--- src/sv/pfi_pkg.sv ---
// Package with the request and result types and the codes of the palette frame interpolator.
package pfi_pkg;

	localparam logic OP_PIXEL = 1'b0;
	localparam logic OP_PAL_WR = 1'b1;

	localparam logic [1:0] PHASE_QUARTER = 2'd0;
	localparam logic [1:0] PHASE_HALF = 2'd1;
	localparam logic [1:0] PHASE_THREE_Q = 2'd2;
	localparam logic [1:0] PHASE_KEY = 2'd3;

	typedef struct packed {
		logic        op;
		logic [7:0]  pixel_index;
		logic [16:0] pixel_position;
		logic [31:0] palette_value;
	} in_req_t;

	typedef struct packed {
		logic [7:0] out_byte0;
		logic [7:0] out_byte1;
		logic [7:0] out_byte2;
		logic [7:0] out_byte3;
		logic       top_written;
	} out_res_t;

endpackage

--- src/sv/pfi_blend.sv ---
// Blend of the new colour against the key colour for one result.
module pfi_blend (
	input  logic [31:0]       colour,
	input  logic [31:0]       key,
	input  logic [1:0]        phase,
	output pfi_pkg::out_res_t res
);

	function automatic logic [7:0] mix_byte(input logic [7:0] k8, input logic [7:0] c8,
			input logic [1:0] ph);
		logic [9:0] k;
		logic [9:0] c;
		logic [9:0] s;
		logic [7:0] r;
		k = 10'(k8);
		c = 10'(c8);
		case (ph)
			pfi_pkg::PHASE_QUARTER: begin
				s = (k << 1) + k + c;
				r = s[9:2];
			end
			pfi_pkg::PHASE_HALF: begin
				s = k + c;
				r = s[8:1];
			end
			default: begin
				s = k + (c << 1) + c;
				r = s[9:2];
			end
		endcase
		return r;
	endfunction

	always_comb begin
		if (phase == pfi_pkg::PHASE_KEY) begin
			res.out_byte0 = colour[7:0];
			res.out_byte1 = colour[15:8];
			res.out_byte2 = colour[23:16];
			res.out_byte3 = colour[31:24];
			res.top_written = 1'b1;
		end else begin
			res.out_byte0 = mix_byte(key[7:0], colour[7:0], phase);
			res.out_byte1 = mix_byte(key[15:8], colour[15:8], phase);
			res.out_byte2 = mix_byte(key[23:16], colour[23:16], phase);
			res.out_byte3 = 8'd0;
			res.top_written = 1'b0;
		end
	end

endmodule

--- config.mk ---
export PLATFORM = sky130hd
export DESIGN_NAME = pfi_blend
export DESIGN_NICKNAME = d
export VERILOG_FILES = /design/src/sv/pfi_pkg.sv /design/src/sv/pfi_blend.sv
export SDC_FILE = /design/constraint.sdc
export NUM_CORES = 1
export LEC_CHECK = 0
export CAP_MARGIN = 20
export CORE_MARGIN = 4
export CORE_UTILIZATION = 65
export DETAILED_ROUTE_END_ITERATION = 16
export DONT_BUFFER_PORTS = 1
export PLACE_DENSITY = 0.89
export SLEW_MARGIN = 0
export SYNTH_ARGS = -nofsm -noshare
export SYNTH_HDL_FRONTEND = slang
export SYNTH_SLANG_ARGS = --single-unit
--- constraint.sdc ---
create_clock -name vclk -period 3
set_clock_uncertainty 0.05 [all_clocks]
set_input_delay 0.3 -clock vclk [all_inputs]
set_output_delay 0.3 -clock vclk [all_outputs]
set_load 0.1 [all_outputs]
Word level (Yosys, flattened, before mapping)
Cells that the tools add are included.
- RAM bits: 0
- bits in latches: 0
- bits in read-only memories: 0
- word-level logic and storage cells: 22
- memories: 0
- input bits: 66
- flip-flop bits (word level): 0
- order comparisons: 0
- shifts and indexed selects: 0
- multiply operators: 0
- add/subtract/negate cells: 15
- div/mod/pow operators: 0
- equality and inequality tests: 2
- muxes and demuxes: 4
- reductions and logical operators: 1
- bitwise operators: 0
- operator list (cell ; count):
    10-bit by 8-bit adder with 10-bit output ; 6
    8-bit one-hot mux with 2 select lines ; 3
    33-bit two-way mux ; 1
    8-bit by 9-bit adder with 10-bit output ; 3
    9-bit by 8-bit adder with 10-bit output ; 3
    8-bit by 8-bit adder with 9-bit output ; 3
    2-bit by 1-bit equality test with 1-bit output, second input constant ; 1
    2-bit equality test, second input constant ; 1
    2-bit zero test ; 1

Logic depth before layout (Yosys ltp)
Gate-level depths: netlist of the first run.
- word-level depth: 4
- mapped depth: 10
- gate-level depth less buffers: 10

Worst setup path before layout of the first run
Ideal clock, no wire load.
- path kind: input-to-output
- start: input colour[19]
- end: output res[15] in the netlist's numbering
- arrival time: 4.293 ns
- cell stages on the path: 8
- setup slack: -1.643 ns
- required time: 2.650 ns
- buffers on the path: 0
- cells stage by stage: fa_1 ha_1 and3_1 a2111oi_2 a21oi_1 nor2_1 xor2_1 a211oi_1
- RTL lines (element ; line ; RTL):
    from (decl) ; pfi_blend.sv:3 ; input logic [31:0] colour,
    to (decl) ; pfi_blend.sv:6 ; output pfi_pkg::out_res_t res

==> results list, run 1 <==
* Outcome: finished with violations
- The checks that failed: negative setup slack.
- Critical path startpoint category: input pin
- Crit-path max FO: 5
- In the final routed layout, each cell accounts on average for 20.5 um.
* Maximum number of pins on one net before global-route repair: slightly above 50
* Count of nets left with antenna violations after detail routing: 0
- After detailed routing, the number of vias per cell comes to slightly above 7.
* Cell-by-cell trace of the critical path: clkinvlp_4, fa_1, nor2_2, fa_2, buf_6, a21o_1, a21oi_2, xnor2_2, mux4_2, buf_12
* Power share of the sequential group: 0%
- The layout has 0 clock buffers.
- Switching power of the nets: about 1.5 mW
* CP max stage delay: a little under 600 ps
- When the netlist entered floorplanning its net count stood at 665.
- Seq_cells: 0
- List of most frequent post-synthesis cells: ha_1 (63), fa_1 (51), nor2_1 (42)
- Lkg Pwr: 2.14 nW
- Summed over all nets, the half-perimeter wirelength after detailed placement is about 9500 um.
- Sequential cell area: 0 sq um
- Most repeated cell in the gate-level netlist after synthesis: ha_1
- Dividing total power by cell area gives a power density of ~470 nW/um^2.
* Highest-delay cell along the critical path: fa_1
- Count of buffers from port buffering: 0
- Summed over all layers, the global routing overflow is 0.
- For this block, the initial DRC count from the detailed router was 207.
* Hold Buf Count CTS: 0
- The number of hold violations in the final report was 0.
* Synth-to-Final Area Change: 21.4%
* Worst Tran Pin Value: about 1000 ps
- At the placement stage, the worst setup path has a slack of -61.6 ps.
- Vertical extent of the die: between 80 and 90 um
- Ranked by total cell area, the synthesized netlist is headed by fa_1 (24%), ha_1 (19%), mux4_2 (4.8%), a21oi_1 (4.7%), nor2_1 (3.7%).
- First-pass GRT wire length: about 19,000 um
* Residual DRC: 0
* Area fraction of the dominant cell type after synthesis: 24.2%
* Worst max-slew margin expressed relative to the limit: between 30% and 40%
- Max-cap viol count: 0
- Setup slack on the critical path of the routed design comes to -42.5 ps.
* Cell internal pwr: ~0.94 mW
- Based on the critical path, the design can be clocked at up to between 300 and 400 MHz.
- STA classifies the critical path endpoint as a primary output.
- Total via count in the routed design: 4,188
- Total core area: about 6300 sq um
- The die covers between 7000 and 8000 sq um.
- Fill cell instance count of the final layout: around 370
* Number of standard cells after synthesis: a little under 500
* Post-synthesis cell type count: just under 60
- fa_1 takes more of the synthesized area than any other cell.
- Across the VDD grid, the largest voltage drop is just under 0.5 mV.
- The initial antenna violation count came to 1.
* Detailed-router iteration count before antenna repair: 5
* Ant. Diodes: 0
- Layout Cells excl Fill: slightly below 600
- 99 I/O pins were placed.
- The synthesized netlist occupies a cell area of between 4000 and 5000 sq um.
- The number of slew-limit violations in the final report was 0.
* Starting density of the core: 66.8%
- Counting I/O delays and the setup requirement, the final critical path takes approximately 3000 ps.
- Setup repair after global routing could not meet its margin everywhere.
- Final Net Count: ~700
- Each instance of the synthesized netlist takes up on average 8.70 sq um.
- Yosys printed 0 warnings.
- Routability-driven placement finished with a final weighted congestion of roughly 0.87.
* Num rows: 29
* Path type of the worst setup path: input pin to primary output
* Arr. time, crit path: between 2000 and 3000 ps
- The path class of the tightest hold or removal check is input pin to primary output.
* Detailed-route wire length: 12,100 um
- Cell family with the largest share of critical-path delay: adder cells
- Global routing usage summed across all routing layers: a little under a third
- Switching fraction of total power: a little over 60%
* Fraction of the yosys area taken by sequential cells: 0%
* Number of failing setup endpoints in the final timing report: 1
- The number of global-route vias before repair was around 4,200.
- Share of total power in the clock network: 0%
* Cell total after placement: about 590
- Of the cells placed in the final design, the portion with a size suffix greater than 1 is a little over a fifth.
* Part of the cycle the worst path needs: 101%
* Worst Path Buf+Inv: 3
* Relative contribution of combinational cells to total power: 100.0%
- Data required time at the worst endpoint: approximately 2700 ps
- Horizontal die dimension: approximately 89 um
[layer usage]
| metal | GRT usage (%) | vias to the layer above | share of wire [%] |
|---|---|---|---|
| met5 | 0 | - | 0.099 |
| met4 | 9.48 | 2 | 3.1 |
| met3 | 3.17 | 49 | 7.1 |
| met2 | 53.3 | 220 | 51 |
| met1 | 39.1 | 2034 | 39 |
| li1 | - | 1883 | - |
[what timing repair did]
action	4_1_cts	5_1_grt
resized for setup	16	25
setup buffers	4	1
endpoints found under the setup margin	7	12
pin swaps	14	20
cloned	0	0
[final timing paths]
kind	from	to	slack (ps)	depth (start not counted)
setup / recovery	colour[9]	res[20]	-40	10
hold / removal	phase[0]	res[21]	770	2
[cell families (layout without fill, tap and decap cells)]
| kind of cell | after synthesis | after routing | synth area share [%] |
|---|---|---|---|
| simple gates | 140 | 140 | 17.0 |
| xor+xnor | 32 | 32 | 6.64 |
| mux | 15 | 15 | 6.62 |
| buf+inv | 32 | 60 | 3.03 |
| compound gates | 152 | 152 | 23.9 |
| fa+ha+maj | 114 | 114 | 42.9 |
[power groups by stage]
stage | registers, mW | clock network [mW] | logic, mW
after floorplan | 0 | 0 | 1.75
after global placement | 0 | 0 | 2.18
after detailed placement | 0 | 0 | 2.26
after CTS | 0 | 0 | 2.33
after global routing | 0 | 0 | 2.58
final | 0 | 0 | 2.43
[through the flow]
| stage | hold WS (ps) | TNS (ps) | power [mW] | util, % | area (sq um) |
|---|---|---|---|---|---|
| after CTS | 758 | -41.0 | 2.33 | 79.0 | 4990 |
| after floorplan | 873 | -1150 | 1.75 | - | 4390 |
| final | 769 | -42.5 | 2.43 | 81.1 | 5120 |
| after global routing | 768 | -345 | 2.58 | 81.1 | 5120 |
| after detailed placement | 758 | -310 | 2.26 | 77.3 | 4880 |
| after global placement | 757 | -16.4 | 2.18 | 77.3 | 4880 |
[cells in the final DEF (no fill, tap or decap), drive strengths merged, types with 3 or more instances in the layout]
| master | n |
|---|---|
| ha | 63 |
| xor2 | 14 |
| or3 | 6 |
| nand3 | 10 |
| and3 | 13 |
| nand4 | 3 |
| o22ai | 8 |
| a211oi | 11 |
| nor2 | 42 |
| a41oi | 3 |
| mux4 | 10 |
| nand2 | 22 |
| fa | 51 |
| or2 | 3 |
| o21bai | 5 |
| o21ai | 31 |
| o21a | 12 |
| nor3 | 15 |
| xnor2 | 18 |
| a21boi | 4 |
| a21oi | 40 |
| inv | 20 |
| nand2b | 6 |
| and2 | 3 |
| a31oi | 4 |
| nor4 | 3 |
| buf | 39 |
| a21o | 10 |
| mux2i | 5 |
| nor2b | 8 |
| o31ai | 5 |
[cell type report]
| cell class | count | area [sq um] | area share [%] |
|---|---|---|---|
| multi-input combinational | 453 | 4460 | 87.0 |
| tap | 77 | 96.3 | 1.88 |
| timing repair buffer | 39 | 484 | 9.46 |
| inverter | 21 | 82.6 | 1.61 |
Note: power is estimated with default switching activity, not from simulation.
==> inputs of run 2 (changes only) <==
CAP_MARGIN = unset   (was 20)
SETUP_SLACK_MARGIN = 0.3   (was unset)
==> results list, run 2 (synthesized netlist as in run 1, its figures left out) <==
- Clock period minus final worst setup slack: 3040 ps
- Outcome: finished with violations
- Area of the die: around 7800 sq um
- Number of failing setup endpoints in the final timing report: 2
* Fill cell instance count of the final layout: 294
* Power share of the sequential group: 0%
* Post-Place Cell Area: 4880 sq um
* Global routing usage summed across all routing layers: between 30% and 40%
- Critical path startpoint category: input pin
- The top cell types in the final layout, fill and taps aside, are ha_1 (50), fa_1 (41), nor2_1 (37), a21oi_1 (23), o21ai_0 (23).
- Setup total negative slack on the finished layout was measured at -51.3 ps.
- Cell internal pwr: approximately 1.0 mW
- Starting density of the core: roughly two thirds
- Max-cap viol count: 0
- Hold Vio Cnt, Final: 0
- In this run, the combinational gates consume 100.0% of the power.
- Minimum setup slack in the final design: -41.8 ps
- The final layout contains a sequential cell count of 0.
- Of all nets on the critical path, the largest fanout is 6.
* Worst max-slew margin expressed relative to the limit: a little under a third
- The layout has 0 clock buffers.
- Row generation in the floorplan step produced 29 rows.
- Starting DRT DRC Count: 340
* Worst Tran Pin Value: about 1000 ps
- Data on the critical path arrives at its endpoint at 2690 ps.
- Vertical extent of the die: slightly below 90 um
* Detailed-route wire length: roughly 14,000 um
- Post-DR vias/cell: about 7.4
* Part of the cycle the worst path needs: 101%
- In this run the power spent charging and discharging nets is ~1.6 mW.
* Final instance area: between 5000 and 6000 sq um
- Power spread over the standard cell area amounts to 488 nW/um^2.
* Total congestion overflow after global routing: 0
- Of the cells placed in the final design, the portion with a size suffix greater than 1 is 30.7%.
- RD Place Congestion: 0.879
- Commonest non-fill, non-tap cell in the layout: ha_1
* Count of nets left with antenna violations after detail routing: 0
- First-pass GRT wire length: about 21,000 um
- Dividing the detail-routed wire length by the instance count gives 23.8 um.
* Switching fraction of total power: between 60% and 70%
- Across the whole layout, storage elements account for 0 sq um.
- VDD sags by at most 0.405 mV.
* Number of global-route vias before repair: approximately 4,300
- Total core area: 6310 sq um
- The initial antenna violation count is 4.
- Number of max-slew violations in the final report: 0
* Maximum number of pins on one net before global-route repair: 51
* Final Net Count: a little under 700
- Area of combinational cells with multiple inputs: roughly 4700 sq um
- F_max: around 330 MHz
- The first detailed-routing pass ran for 5 iterations.
- Share of total power in the clock network: 0%
- Horizontal die dimension: about 89 um
* Min-delay worst type: input pin to primary output
* Failing checks: negative setup slack
- At the worst endpoint, the required time is 2650 ps.
- Compared with the post-synthesis result, the final layout area differs by 29.0%.
- The critical path is of the input pin to primary output type.
- Residual DRC: 0
- HPWL reported at the end of detailed placement: approximately 10000 um
* Finished Core Util: between 80% and 90%
* Lkg Pwr: ~2.2 nW
- The routed layout has 4,347 vias.
- During placement, the flow inserted port buffers numbering 0.
- Critical Path End Type: primary output
- During I/O placement, the number of pins put on the boundary was a little under 100.
* RSZ-0062 raised after global routing: true
==> run 2: cell types whose count changed in the layout (fill, tap and decap cells not counted), moves of 4 or more <==
cell	before	now
fa_1	45	41
buf_6	1	7
buf_4	23	16
fa_2	6	10
a211oi_2	2	6
a211oi_1	8	4
a21oi_1	29	23
ha_4	1	9
inv_2	0	4
ha_2	0	4
ha_1	62	50
inv_1	20	15
==> run 2: worst max-delay path, stage by stage <==
cell and delay [ps]:
clkinv_16 30, fa_1 560, nor2_2 60, fa_2 350
a21o_1 220, o21ba_2 270, o22ai_2 190, xnor2_1 170
nand2_1 110, a31oi_4 220, buf_12 200
==> run 2: path summary, 6_finish.rpt <==
kind / start / end / slack (ps) / cells past startpoint
min: phase[0] / res[21] / 770 / 2
max: colour[16] / res[14] / -40 / 11
==> run 2: layer usage <==
metal | part of all wire (%) | vias up | track usage, %
li1 | - | 1867 | -
met1 | 36 | 2109 | 43.0
met2 | 49 | 289 | 57.4
met3 | 9.2 | 78 | 5.03
met4 | 5.1 | 4 | 7.14
met5 | 0.15 | - | 0
==> run 2: repair_timing <==
item | 4_1_cts | 5_1_grt
setup endpoints to repair | 17 | 19
hold buffers | 0 | 0
gates resized for setup | 61 | 33
setup buffers | 9 | 5
pin swaps | 60 | 29
==> run 2: layout make-up <==
type | instances | area share (%)
antenna | 2 | 0.0920
multi-input combinational | 453 | 87.2
inverter | 21 | 2.16
tap | 77 | 1.77
timing repair buffer | 37 | 8.81
==> run 2: power by group through the flow <==
stage	clock network, mW	logic, mW	registers (mW)
final	0.0000000892	2.65	0
after global routing	0.0000000891	2.79	0
after CTS	0	2.45	0
after detailed placement	0	2.25	0
after global placement	0	2.16	0
after floorplan	0	1.82	0
==> run 2: metrics by stage <==
stage	cells	setup slack, ps	power, mW	hold WS, ps
4_1_cts	583	-0.755	2.45	759
5_1_grt	590	-94.3	2.79	766
6_report	590	-41.8	2.65	770
3_5_place_dp	574	-81.0	2.25	761
3_3_place_gp	574	-12.2	2.16	759
2_1_floorplan	485	-405	1.82	873
==> inputs of run 3 (changes only) <==
RECOVER_POWER = 50   (was unset)
==> results list, run 3 (synthesized netlist as in run 1, its figures left out) <==
- The flow ran to the end, but the final reports show violations.
* Failing checks: negative setup slack
- Data on the critical path arrives at its endpoint at around 2700 ps.
* Number of global-route vias before repair: approximately 4,300
- Total congestion overflow after global routing: 0
* Hold Buf Count CTS: 0
* Endpoint of the worst hold path: res[21]
- In the post-route analysis, the smallest setup slack over all paths is -48.6 ps.
- The finished layout holds 590 standard cells, fillers aside.
- Counting instances, the worst hold path has a depth of 2.
* Global routing usage summed across all routing layers: about a third
- Setup total negative slack on the finished layout was measured at -67.3 ps.
- Detailed placement finished with a half-perimeter wire length of just under 10,000 um.
* Detailed-router iteration count before antenna repair: 5
- Hold slack final: roughly 800 ps
- Cell-by-cell trace of the critical path: clkinv_16, fa_1, nor2_2, fa_2, a21o_1, o21ba_2, o22ai_2, xnor2_1, nand2_1, a31oi_4, buf_12
- Switching fraction of total power: about three fifths
* Worst max-slew margin expressed relative to the limit: about 20%
- Total via count in the routed design: roughly 4,300
* RD Place Congestion: about 0.88
* Critical path startpoint category: input pin
- Hold Crit Start: phase[0]
- Leaving out fill and tap cells, the most frequent cell in the layout is ha_1.
* Lkg Pwr: approximately 2.2 nW
* Leading cell types in the layout, fill and taps excluded: ha_1 (50), fa_1 (41), nor2_1 (37), a21oi_1 (23), o21ai_0 (23)
- Cell family with the largest share of critical-path delay: adder cells
- Input and output buffers added on the ports amount to 0.
* Seq_cells: 0
* Fill cell instance count of the final layout: around 300
- In this design, the stage delay of the slowest critical-path cell is around 560 ps.
* Area of the die: a little under 8000 sq um
- Highest-delay cell along the critical path: fa_1
- Crit-path max FO: 6
- Per report_power, the clock group accounts for 0% of the total.
- After detailed routing, the number of vias per cell comes to about 7.3.
- Residual DRC: 0
- Maximum number of pins on one net before global-route repair: 51
- The post-route netlist has between 30% and 40% of its cells at a drive strength greater than 1.
- Power density cells: about 500 nW/um^2
* Vertical extent of the die: between 80 and 90 um
- The core region is 6310 sq um.
- The first routing iteration left approximately 340 violations.
- Mean routed wirelength per cell: 23.9 um
- Registers are responsible for 0% of the overall power.
- Initial antenna violation count: 4
- Worst Path Buf+Inv: 2
- First-pass GRT wire length: 20,700 um
- Beginning of the critical path: colour[16]
- Worst IR drop on VDD: 0.404 mV
- Number of failing setup endpoints in the final timing report: 2
- Switching power of the nets: 1.61 mW
- Num rows: 29
- For this run, the top clock speed supported by timing is 328 MHz.
- For this design the top-level I/O count stands at between 90 and 100.
- Hold Vio Cnt, Final: 0
* Horizontal die dimension: a little under 90 um
- Setup repair after global routing could not meet its margin everywhere.
- Once the floorplan was initialized, standard cells occupied between 60 and 70% of the core.
- Clock period minus final worst setup slack: 3050 ps
- Part of the cycle the worst path needs: 102%
- After layout, the clock buffer instance count stands at 0.
- The share of total power dissipated in combinational logic is 100.0%.
- STA classifies the critical path endpoint as a primary output.
- Detailed-route wire length: ~14,000 um
* Cell internal pwr: ~1.0 mW
- Count of nets left with antenna violations after detail routing: 0
* Synth-to-Final Area Change: 28.6%
- Worst Tran Pin Value: 1210 ps
* Data required time at the worst endpoint: 2650 ps
- Min-delay worst type: input pin to primary output
* Cell total after placement: 574
* Final Net Count: 693
- Path type of the worst setup path: input pin to primary output
- Max-cap viol count: 0
* Sequential cell area: 0 sq um
- The number of slew-limit violations in the final report was 0.
run 3: cell types whose count changed in the layout (fill, tap and decap cells not counted), sizes merged:
cell    previous run  this run
buf               37        35
clkbuf             0         2
run 3: through the flow:
step / setup WS, ps / cell area, sq um / power, mW / util (%)
6_report: -48.6 / 5420 / 2.65 / 85.9
5_1_grt: -94.3 / 5420 / 2.78 / 85.9
4_1_cts: -0.755 / 5230 / 2.45 / 82.9
3_5_place_dp: -81.0 / 4880 / 2.25 / 77.4
3_3_place_gp: -12.2 / 4880 / 2.16 / 77.4
2_1_floorplan: -405 / 4540 / 1.82 / -
run 3: how the worst max path moves through the flow:
stage	to	slack [ps]	cells after the start
3_5_place_dp	res[22]	-80	10
3_3_place_gp	res[22]	-10	10
4_1_cts	res[14]	-0.8	10
6_report	res[14]	-50	11
5_1_grt	res[14]	-90	11
2_1_floorplan	res[23]	-400	8
run 3: timing repair:
action                                  in CTS  in global routing
cloned                                       0                  0
pin swaps                                   60                 29
gates resized for setup                     61                 33
setup buffers                                9                  5
endpoints found under the setup margin      17                 19
run 3: power by group through the flow:
stage | clock network, mW | registers, mW | logic (mW)
final | 0.0000000892 | 0 | 2.65
after global routing | 0.0000000891 | 0 | 2.78
after CTS | 0 | 0 | 2.45
after detailed placement | 0 | 0 | 2.25
after global placement | 0 | 0 | 2.16
after floorplan | 0 | 0 | 1.82
run 3: area by class of cell:
| cell class | count | area, sq um | share of cell area, % |
|---|---|---|---|
| repair buffers | 37 | 473 | 8.72 |
| well taps | 77 | 96.3 | 1.78 |
| multi-input cells | 453 | 4730 | 87.2 |
| diodes | 2 | 5.00 | 0.0923 |
| inverters | 21 | 118 | 2.17 |
run 3: routing by layer:
| metal | part of all wire (%) | vias up | global-route usage (%) |
|---|---|---|---|
| met3 | 9.0 | 69 | 5.03 |
| met5 | 0.15 | - | 0 |
| met1 | 37 | 2104 | 43.0 |
| met2 | 49 | 281 | 57.4 |
| li1 | - | 1870 | - |
| met4 | 4.8 | 4 | 7.14 |
